## config.mk

```make
export PLATFORM = sky130hd
export DESIGN_NAME = codon_translate_orf_split
export DESIGN_NICKNAME = d
export VERILOG_FILES = /design/src/rtl/cts_pkg.sv /design/src/rtl/cts_ram.sv /design/src/rtl/codon_translate_orf_split.sv
export SDC_FILE = /design/constraint.sdc
export NUM_CORES = 1
export LEC_CHECK = 0
export BUFFER_PORTS_ARGS = -buffer_cell sky130_fd_sc_hd__buf_2
export CORE_ASPECT_RATIO = 0.6
export CORE_UTILIZATION = 31
export DETAILED_ROUTE_END_ITERATION = 7
export GPL_TIMING_DRIVEN = 0
export PLACE_DENSITY = 0.54
export SYNTH_ARGS = -nofsm -noshare
export SYNTH_HDL_FRONTEND = slang
export SYNTH_SLANG_ARGS = --single-unit
export TNS_END_PERCENT = 1
```

## constraint.sdc

```tcl
create_clock -name aclk -period 6.6 [get_ports aclk]
set_input_delay 0.66 -clock aclk [delete_from_list [all_inputs] [get_ports aclk]]
set_output_delay 0.66 -clock aclk [all_outputs]
set_load 0.02 [all_outputs]
```

## src/rtl/cts_pkg.sv

```systemverilog
// ---------------------------------------------------------------------------
// cts_pkg
// Constants, types and helpers for the codon translation block.
// ---------------------------------------------------------------------------
package cts_pkg;

    localparam int LENGTH_BITS_DEF = 16;

    localparam int CODON_DEPTH = 64;
    localparam int CODON_IDX_W = 6;
    localparam int ENTRY_W     = 9;

    localparam logic [7:0]  STOP_RESIDUE     = 8'h2A;
    localparam logic [15:0] MIN_LENGTH_RESET = 16'd60;

    localparam logic [7:0] CHAR_A = 8'h41;
    localparam logic [7:0] CHAR_C = 8'h43;
    localparam logic [7:0] CHAR_G = 8'h47;
    localparam logic [7:0] CHAR_T = 8'h54;

    localparam logic MODE_NUC   = 1'b0;
    localparam logic MODE_TABLE = 1'b1;

    localparam logic [1:0] PHASE_LAST = 2'd2;

    typedef struct packed {
        logic       ok;
        logic [1:0] code;
    } base_t;

    function automatic base_t base_code(input logic [7:0] c);
        base_t b;
        b.ok = 1'b1;
        case (c)
            CHAR_A:  b.code = 2'd0;
            CHAR_C:  b.code = 2'd1;
            CHAR_G:  b.code = 2'd2;
            CHAR_T:  b.code = 2'd3;
            default: begin
                b.ok   = 1'b0;
                b.code = 2'd0;
            end
        endcase
        return b;
    endfunction

endpackage

```

## src/rtl/cts_ram.sv

```systemverilog
// ---------------------------------------------------------------------------
// cts_ram
// Simple dual-port RAM, one write port, one read port with registered data.
// ---------------------------------------------------------------------------
module cts_ram #(
    parameter int WIDTH = 8,
    parameter int DEPTH = 64
) (
    input  logic                     clk,
    input  logic                     we,
    input  logic [$clog2(DEPTH)-1:0] waddr,
    input  logic [WIDTH-1:0]         wdata,
    input  logic                     re,
    input  logic [$clog2(DEPTH)-1:0] raddr,
    output logic [WIDTH-1:0]         rdata
);

    logic [WIDTH-1:0] mem [DEPTH];
    logic [WIDTH-1:0] rdata_reg;

    always_ff @(posedge clk) begin
        if (we) begin
            mem[waddr] <= wdata;
        end
        if (re) begin
            rdata_reg <= mem[raddr];
        end
    end

    assign rdata = rdata_reg;

endmodule

```

## src/rtl/codon_translate_orf_split.sv

```systemverilog
// ---------------------------------------------------------------------------
// codon_translate_orf_split
// One-frame codon translation with stop-codon segment splitting.
//
//   channel  dir  handshake             payload
//   cfg      in   cfg_wr_en             cfg_wr_data: min_length
//   s_axis   in   tvalid/tready         tdata: symbol, table_index,
//                                       table_residue, table_valid;
//                                       tuser: mode, seq_start
//   m_axis   out  tvalid/tready         tdata: residue, residue_index,
//                                       segment_length, kept_total;
//                                       tlast: segment_end; tuser: keep
//
// One item per cycle while the lookup stage can advance. A result for a codon
// moves in order: accepting its third base loads the registered codon table
// read, then the segment counter update moves it into the output register.
// Reset clears phase, counters, table valid bits and min_length to 60.
// A stalled output holds; input keeps flowing until the lookup stage
// holds a result that cannot move on.
// ---------------------------------------------------------------------------
module codon_translate_orf_split #(
    parameter int LENGTH_BITS = cts_pkg::LENGTH_BITS_DEF
) (
    input  logic        aclk,
    input  logic        aresetn,

    input  logic        cfg_wr_en,
    input  logic [15:0] cfg_wr_data,

    input  logic        s_axis_tvalid,
    output logic        s_axis_tready,
    // [7:0] symbol, [13:8] table_index, [21:14] table_residue,
    // [22] table_valid, [23] zero
    input  logic [23:0] s_axis_tdata,
    // [0] mode, [1] seq_start
    input  logic [1:0]  s_axis_tuser,

    output logic        m_axis_tvalid,
    input  logic        m_axis_tready,
    // [7:0] residue, [23:8] residue_index, [39:24] segment_length,
    // [71:40] kept_total
    output logic [71:0] m_axis_tdata,
    output logic        m_axis_tlast,
    // [0] keep
    output logic [0:0]  m_axis_tuser
);

    localparam int EXT_W = 64;

    logic [cts_pkg::CODON_IDX_W-1:0] codon_idx;
    logic [cts_pkg::ENTRY_W-1:0]     entry;

    logic        in_mode, in_start, tab_valid;
    logic [7:0]  sym, tab_residue;
    logic [5:0]  tab_index;
    logic        s_acc, nuc_acc, tab_acc;

    logic [1:0]  phase_reg, phase_next, phase_cur;
    logic [15:0] partial_reg, partial_next, partial_cur;
    cts_pkg::base_t b0, b1, b2;
    logic        lookup;

    logic [cts_pkg::CODON_DEPTH-1:0] written_reg;

    logic        s1_vld_reg, s1_clr_reg, s1_look_reg, s1_wr_reg;
    logic        s1_hit, s1_stop, s1_keep, s1_adv, m_load;
    logic [LENGTH_BITS-1:0] seg_reg, seg_next, seg_cur;
    logic [EXT_W-1:0]       seg_ext;
    logic [31:0] kept_reg, kept_next;
    logic [15:0] min_length_reg;

    logic        m_vld_reg;
    logic [71:0] m_data_reg;
    logic        m_last_reg, m_keep_reg;

    assign in_mode     = s_axis_tuser[0];
    assign in_start    = s_axis_tuser[1];
    assign sym         = s_axis_tdata[7:0];
    assign tab_index   = s_axis_tdata[13:8];
    assign tab_residue = s_axis_tdata[21:14];
    assign tab_valid   = s_axis_tdata[22];

    assign s1_adv        = s1_vld_reg && (!s1_hit || !m_vld_reg || m_axis_tready);
    assign s_axis_tready = !s1_vld_reg || s1_adv;
    assign s_acc         = s_axis_tvalid && s_axis_tready;
    assign nuc_acc       = s_acc && (in_mode == cts_pkg::MODE_NUC);
    assign tab_acc       = s_acc && (in_mode == cts_pkg::MODE_TABLE);

    always_comb begin
        phase_cur   = in_start ? 2'd0 : phase_reg;
        partial_cur = in_start ? 16'd0 : partial_reg;
        b0 = cts_pkg::base_code(partial_cur[15:8]);
        b1 = cts_pkg::base_code(partial_cur[7:0]);
        b2 = cts_pkg::base_code(sym);
        codon_idx = {b0.code, b1.code, b2.code};
        lookup = 1'b0;
        phase_next   = phase_reg;
        partial_next = partial_reg;
        if (nuc_acc) begin
            if (phase_cur < cts_pkg::PHASE_LAST) begin
                phase_next   = phase_cur + 2'd1;
                partial_next = {partial_cur[7:0], sym};
            end else begin
                phase_next   = 2'd0;
                partial_next = 16'd0;
                lookup       = b0.ok && b1.ok && b2.ok;
            end
        end
    end

    cts_ram #(
        .WIDTH (cts_pkg::ENTRY_W),
        .DEPTH (cts_pkg::CODON_DEPTH)
    ) u_codon_ram (
        .clk   (aclk),
        .we    (tab_acc),
        .waddr (tab_index),
        .wdata ({tab_valid, tab_residue}),
        .re    (lookup),
        .raddr (codon_idx),
        .rdata (entry)
    );

    always_comb begin
        seg_cur = s1_clr_reg ? '0 : seg_reg;
        seg_ext = {{(EXT_W-LENGTH_BITS){1'b0}}, seg_cur};
        s1_hit  = s1_look_reg && s1_wr_reg && entry[8];
        s1_stop = (entry[7:0] == cts_pkg::STOP_RESIDUE);
        s1_keep = seg_ext > {{(EXT_W-16){1'b0}}, min_length_reg};
        m_load  = s1_adv && s1_hit;
        kept_next = kept_reg;
        if (m_load && s1_stop && s1_keep && (kept_reg != '1)) begin
            kept_next = kept_reg + 32'd1;
        end
        seg_next = seg_reg;
        if (s1_adv) begin
            seg_next = seg_cur;
            if (s1_hit) begin
                if (s1_stop) begin
                    seg_next = '0;
                end else if (seg_cur != '1) begin
                    seg_next = seg_cur + LENGTH_BITS'(1);
                end
            end
        end
    end

    always_ff @(posedge aclk) begin
        if (!aresetn) begin
            phase_reg      <= 2'd0;
            partial_reg    <= 16'd0;
            written_reg    <= '0;
            s1_vld_reg     <= 1'b0;
            seg_reg        <= '0;
            kept_reg       <= 32'd0;
            min_length_reg <= cts_pkg::MIN_LENGTH_RESET;
            m_vld_reg      <= 1'b0;
        end else begin
            phase_reg   <= phase_next;
            partial_reg <= partial_next;
            seg_reg     <= seg_next;
            kept_reg    <= kept_next;
            if (cfg_wr_en) begin
                min_length_reg <= cfg_wr_data;
            end
            if (tab_acc) begin
                written_reg[tab_index] <= 1'b1;
            end
            if (s_acc) begin
                s1_vld_reg <= nuc_acc;
            end else if (s1_adv) begin
                s1_vld_reg <= 1'b0;
            end
            if (m_load) begin
                m_vld_reg <= 1'b1;
            end else if (m_axis_tready) begin
                m_vld_reg <= 1'b0;
            end
        end
    end

    always_ff @(posedge aclk) begin
        if (s_acc) begin
            s1_clr_reg  <= in_start;
            s1_look_reg <= lookup;
            s1_wr_reg   <= written_reg[codon_idx];
        end
        if (m_load) begin
            m_data_reg[7:0]   <= entry[7:0];
            m_data_reg[23:8]  <= seg_ext[15:0];
            m_data_reg[39:24] <= s1_stop ? seg_ext[15:0] : 16'd0;
            m_data_reg[71:40] <= kept_next;
            m_last_reg        <= s1_stop;
            m_keep_reg        <= s1_stop && s1_keep;
        end
    end

    assign m_axis_tvalid   = m_vld_reg;
    assign m_axis_tdata    = m_data_reg;
    assign m_axis_tlast    = m_last_reg;
    assign m_axis_tuser[0] = m_keep_reg;

endmodule

```

==> flow_metrics.py <==
metrics = {
    "yosys": {
        "synth_common_cells": "edfxtp_1 (662), nand2_1 (183), dfxtp_1 (148), nor2_1 (125), mux2i_1 (105)",
        "synth_compound_area_frac": 0.1185,
        "yosysUniqueCellTypes": 75,
        "synth_xor_area_frac": 0.01037,
        "netlist_top_cells_area": "edfxtp_1 (62%), dfxtp_1 (9.2%), mux2i_1 (3.3%)",
        "yosysTopAreaCell": "edfxtp_1",
        "synth_top_family_by_area": "compound AO/OA/AOI/OAI gates",
        "syn-num-nets": 2370,
        "synth_top_area_frac": 0.6194,
        "yosysWarnings": 0,
        "async_flop_share": 0,
        "synthCells": 2307,
        "synth-simple-area-share": 0.09707,
        "synth_ff_type": "edfxtp_1",
        "ys_seq_elements": 810,
        "synthesis.area_sq_um": 32100,
        "ys_seq_area_frac": 0.7117,
        "synthAdderAreaFrac": 0.006237,
        "syn_avg_cell_area_sq_um": 13.91,
        "synth_edf_count": 662,
        "synth.area.mux_share": 0.03555,
        "yosysMostFrequentCell": "edfxtp_1",
    },
    "drt": {
        "route.detailed.vias_per_inst": 5.832,
        "drt_pass1_iterations": 7,
        "num_vias": 23190,
        "drt_iter0_markers": 4211,
        "route.detailed.drc": 0,
        "routed_wl_mm": 130.0,
        "wire_per_inst_um": 32.71,
        "ant_nets": 0,
    },
    "worst_hold_path": {
        "min_path_cells": 3,
        "worstHoldStart": "cfg_wr_data[5]",
        "worstHoldPathType": "input pin to flop",
        "min_to": "min_length_reg[5]$_SDFFE_PN1P_",
    },
    "global_route": {
        "grt_max_degree": 65,
        "track_usage": 0.2425,
        "antenna_found_initial": 13,
        "grt_pass1_vias": 21190,
        "gr-total-overflow": 0,
        "grt_pass1_wl_mm": 175.0,
    },
    "power_and_ir_drop": {
        "p_total_mw": 10.45,
        "combinationalPowerShare": 0.024,
        "p_per_area_nw_per_um2": 281.1,
        "p_int_mw": 8.147,
        "vdd_drop_max_uv": 171.9,
        "clkPwrFrac": 0.445,
        "seq_power_share": 0.531,
        "power_switching_mw": 2.304,
        "p_leak_nw": 12.20,
        "p_sw_frac": 0.2205,
    },
    "die": {
        "dieArea_sq_um": 104900,
        "die_w_um": 417.4,
        "start_util": 0.3125,
        "rows": 91,
        "die_h_um": 251.2,
        "ios": 123,
        "core-area_sq_um": 102700,
    },
    "clock_tree": {
        "clk_latency_ps": 700,
        "cts_setup_buffers": 0,
        "cts_hold_buf": 0,
        "htreeDepth": 3,
        "cts-buffers-inserted": 76,
        "cts_sinks": 810,
        "ctsResizeCount": 0,
        "cts-root-buf": "clkbuf_16",
        "path_clk_slew_ps": 70,
        "cts_tree": "done",
        "clock_path_buffers": 3,
    },
    "finish": {
        "drive_above_1_share": 0.1116,
        "largest_reg_flops": 576,
        "syn_to_final_growth_pct": 15.85,
        "fin_area_sq_um": 37180,
        "fin_util": 0.3620,
        "nets": 2570,
    },
    "worst_setup_path": {
        "reg2reg_depth": 9,
        "crit_path_cell_trace": "nor4bb_1, clkbuf_1, a31oi_1, nor4_2, nand2_1, o22ai_1, or3_1, a311oi_1, a31oi_1",
        "critPathMaxFanout": 8,
        "worst-path-buf-inv": 1,
        "cp_data_arrival_time_ps": 5700,
        "crit_top_cell": "a31oi_1",
        "max_stage_delay_ps": 1260,
        "crit_type": "flop to flop",
        "critPathTopFamily": "simple AND/OR/NAND/NOR gates",
        "slowest_stage": "nor4_2",
        "rrSetupSlack_ps": 1330,
        "r2r_end": "u_codon_ram.rdata[2]$_DFFE_PP_",
        "r2r_start": "partial_reg[2]$_SDFFE_PN0P_",
        "cp-end-kind": "flop",
        "start_kind": "flop",
        "critical_path_required_ps": 7030,
    },
    "timing": {
        "relSlewSlack": -0.07096,
        "finalCritPeriodShare": 0.7990,
        "clock_skew_ps": 46.78,
        "fin_crit_ps": 5274,
        "setup_viol": 0,
        "fmax_ghz": 0.1896,
        "slew_violations": 47,
        "hold_viol_final": 0,
        "tightest_slew_ps": 1590,
        "rsz0062_at_grt": "false",
        "tns_ps": 0,
    },
    "placed_design": {
        "placed_area_sq_um": 34510,
        "hpwl_mm": 90.08,
        "io_buffers": 114,
        "routabilityCongestion": 1.035,
    },
    "outcome": {
        "violations": "max-capacitance violations, max-slew violations",
        "status": "finished, violations left",
    },
    "run": {
        "max-cap-violations": 6,
    },
}
==> area by class of cell <==
type	instances	area [sq um]
diodes	10	25.02
plain buffers	138	551.8
clock buffers	100	2105
clock inverters	42	467.9
fillers	9848	65520
inverters	30	112.6
multi-input cells	1329	8615
flip-flops and latches	810	22840
well taps	1395	1745
repair buffers	122	718.2
==> stage by stage <==
step / hold slack, ps / cells / setup WS [ps]
finish: 225.9 / 3976 / 1326
global route: 236.8 / 3968 / 1218
CTS: 197.2 / 3963 / 1567
detailed placement: 427.5 / 3821 / 836.9
global placement: 431.2 / 3816 / 281.9
floorplan: 417.2 / 2307 / 1900
==> power by group through the flow <==
stage,clock (mW),combinational [mW],sequential (mW)
2_1_floorplan,0,0.0914,5.66
3_3_place_gp,0,0.236,5.66
3_5_place_dp,0,0.243,5.66
4_1_cts,4.67,0.243,5.55
5_1_grt,4.86,0.265,5.55
6_report,4.65,0.256,5.55
==> layer usage <==
metal,track usage,part of all wire,vias to the layer above
met3,0.1096,0.16,259
met2,0.3015,0.37,1717
met5,0,0.00076,-
met4,0.07274,0.030,6
met1,0.3646,0.43,11830
li1,-,-,9381
==> cells in the final DEF (no fill, tap or decap), drive strengths merged, types with 77 or more instances in the layout <==
cell type and instances:
mux2i 105, edfxtp 662, o21ai 77, nand2 183, clkbuf 199, o221ai 97, buf 161, nor2 125
o22ai 84, dfxtp 148
==> logic make-up after synthesis <==
group	Yosys count
flops	810
simple gates	617
compound gates	545
buf+inv	168
mux	113
xor+xnor	38
fa+ha+maj	16
==> worst max-delay path by stage <==
stage	cells past startpoint	end	from
after floorplan	4	m_axis_tdata[0]$_DFFE_PP_	m_axis_tready
after global placement	5	m_axis_tdata[51]$_DFFE_PP_	m_axis_tready
after detailed placement	9	u_codon_ram.rdata[6]$_DFFE_PP_	s_axis_tdata[2]
after CTS	9	u_codon_ram.rdata[6]$_DFFE_PP_	s_axis_tdata[2]
after global routing	9	u_codon_ram.rdata[2]$_DFFE_PP_	partial_reg[2]$_SDFFE_PN0P_
final	9	u_codon_ram.rdata[2]$_DFFE_PP_	partial_reg[2]$_SDFFE_PN0P_
==> worst min-delay path, stage by stage <==
cell,delay [ps]
buf_2,80
nand2_1,50
o211ai_1,60
Note: power is estimated with default switching activity, not from simulation.
